<file path="src/rtl/core/grid_point_isometric_projector_assert.svh">
// assertion macros for the isometric projector
`ifndef GRID_POINT_ISOMETRIC_PROJECTOR_ASSERT_SVH
`define GRID_POINT_ISOMETRIC_PROJECTOR_ASSERT_SVH

// same-cycle implication, checked outside reset
`define GPIP_ASSERT_IMPLY(lbl, ante, cons) \
    lbl: assert property (@(posedge i_clk) disable iff (!i_rst_n) (ante) |-> (cons)) \
        else $error("gpip same-cycle check failed");

// next-cycle implication, checked outside reset
`define GPIP_ASSERT_NEXT(lbl, ante, cons) \
    lbl: assert property (@(posedge i_clk) disable iff (!i_rst_n) (ante) |=> (cons)) \
        else $error("gpip next-cycle check failed");

`endif

</file>
<file path="src/rtl/core/gpip_pkg.sv">
// shared types, widths and register codes of the isometric projector
`default_nettype none

package gpip_pkg;

    // field widths
    localparam int GRID_BITS  = 10;
    localparam int COORD_BITS = 16;

    // configuration port
    localparam int CFG_IDX_W  = 4;
    localparam int CFG_DATA_W = 32;

    localparam logic [CFG_IDX_W-1:0] CFG_ROT_X    = 4'd0;
    localparam logic [CFG_IDX_W-1:0] CFG_ROT_Y    = 4'd1;
    localparam logic [CFG_IDX_W-1:0] CFG_ROT_Z    = 4'd2;
    localparam logic [CFG_IDX_W-1:0] CFG_ISO      = 4'd3;
    localparam logic [CFG_IDX_W-1:0] CFG_DEPTH    = 4'd4;
    localparam logic [CFG_IDX_W-1:0] CFG_ZOOM     = 4'd5;
    localparam logic [CFG_IDX_W-1:0] CFG_SHIFT    = 4'd6;
    localparam logic [CFG_IDX_W-1:0] CFG_MAP_SIZE = 4'd7;

    // reset values: cos 1.0 / sin 0, iso 30 degrees, unity gains
    localparam logic [31:0] ROT_RESET   = 32'h4000_0000;
    localparam logic [31:0] ISO_RESET   = 32'h376D_2000;
    localparam logic [15:0] DEPTH_RESET = 16'h1000;
    localparam logic [15:0] ZOOM_RESET  = 16'h0100;

    // datapath widths, all signed
    // centring term 2*col - (w-1)
    localparam int CTR_W   = (GRID_BITS + 2 > 12) ? GRID_BITS + 2 : 12;
    // scaled x / y in Q12
    localparam int XY0_W   = CTR_W + 19;
    // common width entering the x rotation
    localparam int R0_W    = (XY0_W > 32) ? XY0_W : 32;
    // each rotation grows the magnitude by at most two bits
    localparam int RX_W    = R0_W + 2;
    localparam int RY_W    = RX_W + 2;
    localparam int RZ_W    = RY_W + 2;
    // isometric difference / sum, products and floored results
    localparam int ISO_D_W = RZ_W + 1;
    localparam int ISO_P_W = ISO_D_W + 16;
    localparam int ISO_W   = ISO_P_W - 13;
    // second zoom product and shifted sum in Q20
    localparam int ZM_W    = ISO_W + 17;
    localparam int SH_W    = ZM_W + 1;
    localparam int Q_W     = SH_W - 20;

    typedef struct packed {
        logic        [GRID_BITS-1:0] grid_col;
        logic        [GRID_BITS-1:0] grid_row;
        logic signed [15:0]          height;
    } t_in_item;

    typedef struct packed {
        logic signed [COORD_BITS-1:0] screen_x;
        logic signed [COORD_BITS-1:0] screen_y;
        logic                         clipped;
    } t_out_item;

endpackage

`default_nettype wire

</file>
<file path="src/rtl/core/gpip_front.sv">
// front stages: map centring, first zoom and height scaling
`default_nettype none

module gpip_front (
    input  logic                                  i_clk,
    input  logic                                  i_rst_n,
    input  logic                                  i_adv,
    input  logic                                  i_vld,
    input  gpip_pkg::t_in_item                    i_item,
    input  logic [21:0]                           i_map_size,
    input  logic [15:0]                           i_zoom,
    input  logic signed [15:0]                    i_depth,
    output logic                                  o_vld,
    output logic signed [gpip_pkg::R0_W-1:0]      o_x0,
    output logic signed [gpip_pkg::R0_W-1:0]      o_y0,
    output logic signed [gpip_pkg::R0_W-1:0]      o_z0
);

    localparam int CTR_W = gpip_pkg::CTR_W;
    localparam int XY0_W = gpip_pkg::XY0_W;
    localparam int R0_W  = gpip_pkg::R0_W;

    logic signed [CTR_W-1:0]  n_ax, n_ay;
    logic signed [31:0]       n_z;
    logic signed [CTR_W-1:0]  r_ax, r_ay;
    logic signed [31:0]       r_z;
    logic                     r_vld1;

    logic signed [16:0]       w_zoom_s;
    logic signed [CTR_W+16:0] w_px, w_py;
    logic signed [XY0_W-1:0]  n_x0, n_y0;
    logic signed [R0_W-1:0]   r_x0, r_y0, r_z0;
    logic                     r_vld2;

    // stage 1: centring term and height times depth gain
    always_comb begin
        n_ax = CTR_W'({i_item.grid_col, 1'b0})
             - (CTR_W'(i_map_size[21:11]) - CTR_W'(1));
        n_ay = CTR_W'({i_item.grid_row, 1'b0})
             - (CTR_W'(i_map_size[10:0]) - CTR_W'(1));
        n_z  = i_item.height * i_depth;
    end

    // stage 2: zoom, then Q9 to Q12
    assign w_zoom_s = {1'b0, i_zoom};

    always_comb begin
        w_px = r_ax * w_zoom_s;
        w_py = r_ay * w_zoom_s;
        n_x0 = {w_px[CTR_W+15:0], 3'b000};
        n_y0 = {w_py[CTR_W+15:0], 3'b000};
    end

    // valid bits
    always_ff @(posedge i_clk) begin
        if (!i_rst_n) begin
            r_vld1 <= 1'b0;
            r_vld2 <= 1'b0;
        end else if (i_adv) begin
            r_vld1 <= i_vld;
            r_vld2 <= r_vld1;
        end
    end

    // payload
    always_ff @(posedge i_clk) begin
        if (i_adv) begin
            r_ax <= n_ax;
            r_ay <= n_ay;
            r_z  <= n_z;
            r_x0 <= R0_W'(n_x0);
            r_y0 <= R0_W'(n_y0);
            r_z0 <= R0_W'(r_z);
        end
    end

    assign o_vld = r_vld2;
    assign o_x0  = r_x0;
    assign o_y0  = r_y0;
    assign o_z0  = r_z0;

endmodule

`default_nettype wire

</file>
<file path="config.mk">
export PLATFORM = sky130hd
export DESIGN_NAME = gpip_front
export DESIGN_NICKNAME = d
export VERILOG_FILES = /design/src/rtl/core/grid_point_isometric_projector_assert.svh /design/src/rtl/core/gpip_pkg.sv /design/src/rtl/core/gpip_front.sv
export SDC_FILE = /design/constraint.sdc
export NUM_CORES = 2
export LEC_CHECK = 0
export ABC_AREA = 0
export BUFFER_PORTS_ARGS = -buffer_cell sky130_fd_sc_hd__buf_4
export CORE_MARGIN = 2
export CORE_UTILIZATION = 45
export CTS_CLUSTER_DIAMETER = 80
export DETAILED_ROUTE_END_ITERATION = 6
export GPL_ROUTABILITY_DRIVEN = 0
export HOLD_SLACK_MARGIN = 0.03
export PLACE_DENSITY = 0.68
export REMOVE_ABC_BUFFERS = 1
export SLEW_MARGIN = 25
export SYNTH_ARGS = -nofsm -noshare
export SYNTH_HDL_FRONTEND = slang
export SYNTH_SLANG_ARGS = --single-unit
</file>
<file path="constraint.sdc">
create_clock -name i_clk -period 16.7 [get_ports i_clk]
set_input_delay 1.67 -clock i_clk [delete_from_list [all_inputs] [get_ports i_clk]]
set_output_delay 1.67 -clock i_clk [all_outputs]
set_load 0.01 [all_outputs]
</file>
==> qor.yml <==
synthFlopType: "edfxtp_1"
ys_ff_latch: 146
maxCapViolations: 0
routed_via_density: 5.03
fin_tns_setup_ps: 0
synth_edf_count: 144
post_cts_buffers: 0
slew_viol_final: 0
clockBufferDepth: 2
fin_crit_sh: 0.435
drt_iter0_drc: 930
yosys.area.top_type: "fa_1"
cp-start-kind: "primary input"
clock_latency_ps: 470
synth_cell_types: 60
cp_cell_sequence: "buf_4 > nand2_1 > inv_1 > fa_1 > fa_1 > fa_1 > fa_1 > fa_1 > inv_1 > fa_1 > inv_1 > ha_1 > or2_2 > a21o_1 > nand3_1 > o21ai_0 > a31oi_1 > o31ai_1 > o41ai_1 > xnor2_1"
synth_warnings: 0
ys_seq_area_frac: 0.157
worstPathRequired_ps: 16920
clk_root_buffer_cell: "clkbuf_16"
overflow: 0
grt_pass1_vias: 19913
crit_path_top_delay_cell: "fa_1"
skew_ps: 12.4
cp_max_fo: 16
rsz0062_at_grt: "no"
synth.top_cell.area_share: 0.393
fillers: 5620
cts_made_buffers: 17
fmax_mhz: 138
avgSynthCellArea_um2: 9.85
initial_utilization: 0.453
synth-xor-area-share: 0.0303
dpl.hpwl_um: 50500
cts_max_level: 4
critPathMaxStageDelay_ps: 890
final_nets: 3854
clk_pin_slew_ps: 80
fin_crit_ps: 7270
worstSetupEndpointType: "register"
status: "complete, no violations"
antenna_found_initial: 4
cts_resized: 0
synth-adder-area-share: 0.520
wirelength_um: 61900
drc: 0
synth_async_sr_flop_share: 0
multi_input_area_um2: 20500
final_antenna_net_count: 0
wire_per_inst_um: 16.6
grt_usage: 0.205
fp.dieH_um: 252
critPathMostFrequentCell: "fa_1"
io_pins: 191
path_class: "primary input to register"
slew-limit-headroom: 0.342
tightest_slew_ps: 988
cts_tree: "done"
syn_area_um2: 27800
vias: 18808
synth_top_family_by_area: "adder cells"
coreArea_um2: 61400
fp.dieW_um: 252
hold_buffers: 0
seqCellArea_um2: 4360
synth-simple-area-share: 0.137
crit_arrival_ps: 7480
rows: 91
drt_pass1_iterations: 5
synth_area_leaders: "fa_1, edfxtp_1, ha_1"
area_delta_synth_final_pct: 9.51
setup_viol: 0
synthMuxAreaShare: 0.00216
cts.sinks: 146
hp-class: "register to register"
insertedDiodeCount: 0
grt_max_degree: 79
synth_compound_area_frac: 0.0486
grt_pass1_wl_um: 102000
dieArea_um2: 63700
drive_gt1_frac: 0.0797
syn_inst: 2821
hold_violations: 0
io_buffers: 184
==> worst max-delay path, delay by kind of cell <==
kind | cells | cell delay (ps)
buf+inv | 4 | 360
fa+ha+maj | 7 | 3890
compound gates | 5 | 930
xor+xnor | 1 | 120
simple gates | 3 | 510
==> Yosys cell counts (all sizes together), types with 10 or more instances <==
library cell / n
ha: 280
and2: 276
clkbuf: 88
nand2: 343
o21bai: 16
nor2b: 27
a21oi: 66
o21ai: 31
nor2: 66
xnor2: 79
nand2b: 27
nor3: 11
nand3: 11
a21o: 26
edfxtp: 144
fa: 546
inv: 671
buf: 10
xor2: 17
==> final cells by class <==
type	count	area share
Clock inverter	15	0.00654
Tap cell	790	0.0325
Sequential cell	146	0.143
Clock buffer	17	0.0140
Timing Repair Buffer	187	0.0463
Multi-Input combinational cell	1911	0.674
Inverter	671	0.0828
==> kinds of logic (layout without fill, tap and decap cells) <==
| group | Yosys count | after routing |
|---|---|---|
| buffers and inverters | 769 | 890 |
| muxes | 6 | 6 |
| and+or+nand+nor | 776 | 776 |
| DFF | 146 | 146 |
| adders and majority gates | 826 | 826 |
| xor gates and xnor gates | 96 | 96 |
| AOI/OAI and AO/OA | 201 | 201 |
| other | 1 | 6 |
==> stage by stage <==
stage          area, um2  instances  worst slack [ps]  hold slack, ps  utilization
2_1_floorplan      27400       2728              9540             400            -
3_3_place_gp       29800       3705              9060             403        0.486
3_5_place_dp       29800       3705              8940             405        0.486
4_1_cts            30400       3737              9460             414        0.496
5_1_grt            30400       3737              9090             416        0.496
6_report           30400       3737              9430             411        0.496
==> final timing paths <==
check | slack (ps) | from | cells past startpoint | end
max | 9430 | i_item[15] | 20 | r_z[31]
min | 410 | r_z[11] | 0 | o_z0[11]
max reg2reg | 10450 | r_ax[3] | 18 | o_x0[29]
min reg2reg | 410 | r_z[11] | 0 | o_z0[11]
==> layer usage <==
| layer | vias to the layer above | global-route usage | part of all wire |
|---|---|---|---|
| met5 | - | 0 | 0.00074 |
| met4 | 8 | 0.0533 | 0.019 |
| met3 | 83 | 0.0511 | 0.077 |
| met2 | 535 | 0.345 | 0.49 |
| met1 | 9477 | 0.265 | 0.42 |
| li1 | 8705 | - | - |
==> registers in the layout, indices dropped and copies added (netlist names) <==
| register | cells |
|---|---|
| o_x0 | 28 |
| r_vld1 | 1 |
| o_vld | 1 |
| r_z | 32 |
| r_ax | 12 |
| o_z0 | 32 |
| r_ay | 12 |
| o_y0 | 28 |
==> placed cells by master (no fill, tap or decap), types with 26 or more instances in the layout <==
cell and instances:
buf_4 186, nor2_1 66, nor2b_1 27, o21ai_0 31, a21oi_1 62, fa_1 546
and2_1 276, ha_1 280, a21o_1 26, edfxtp_1 144, nand2b_1 27, inv_1 671
xnor2_1 79, nand2_1 343
Power is left out: the tool's default activity adds up to more than one toggle a clock period on the data nets, which glitch-free logic cannot reach.
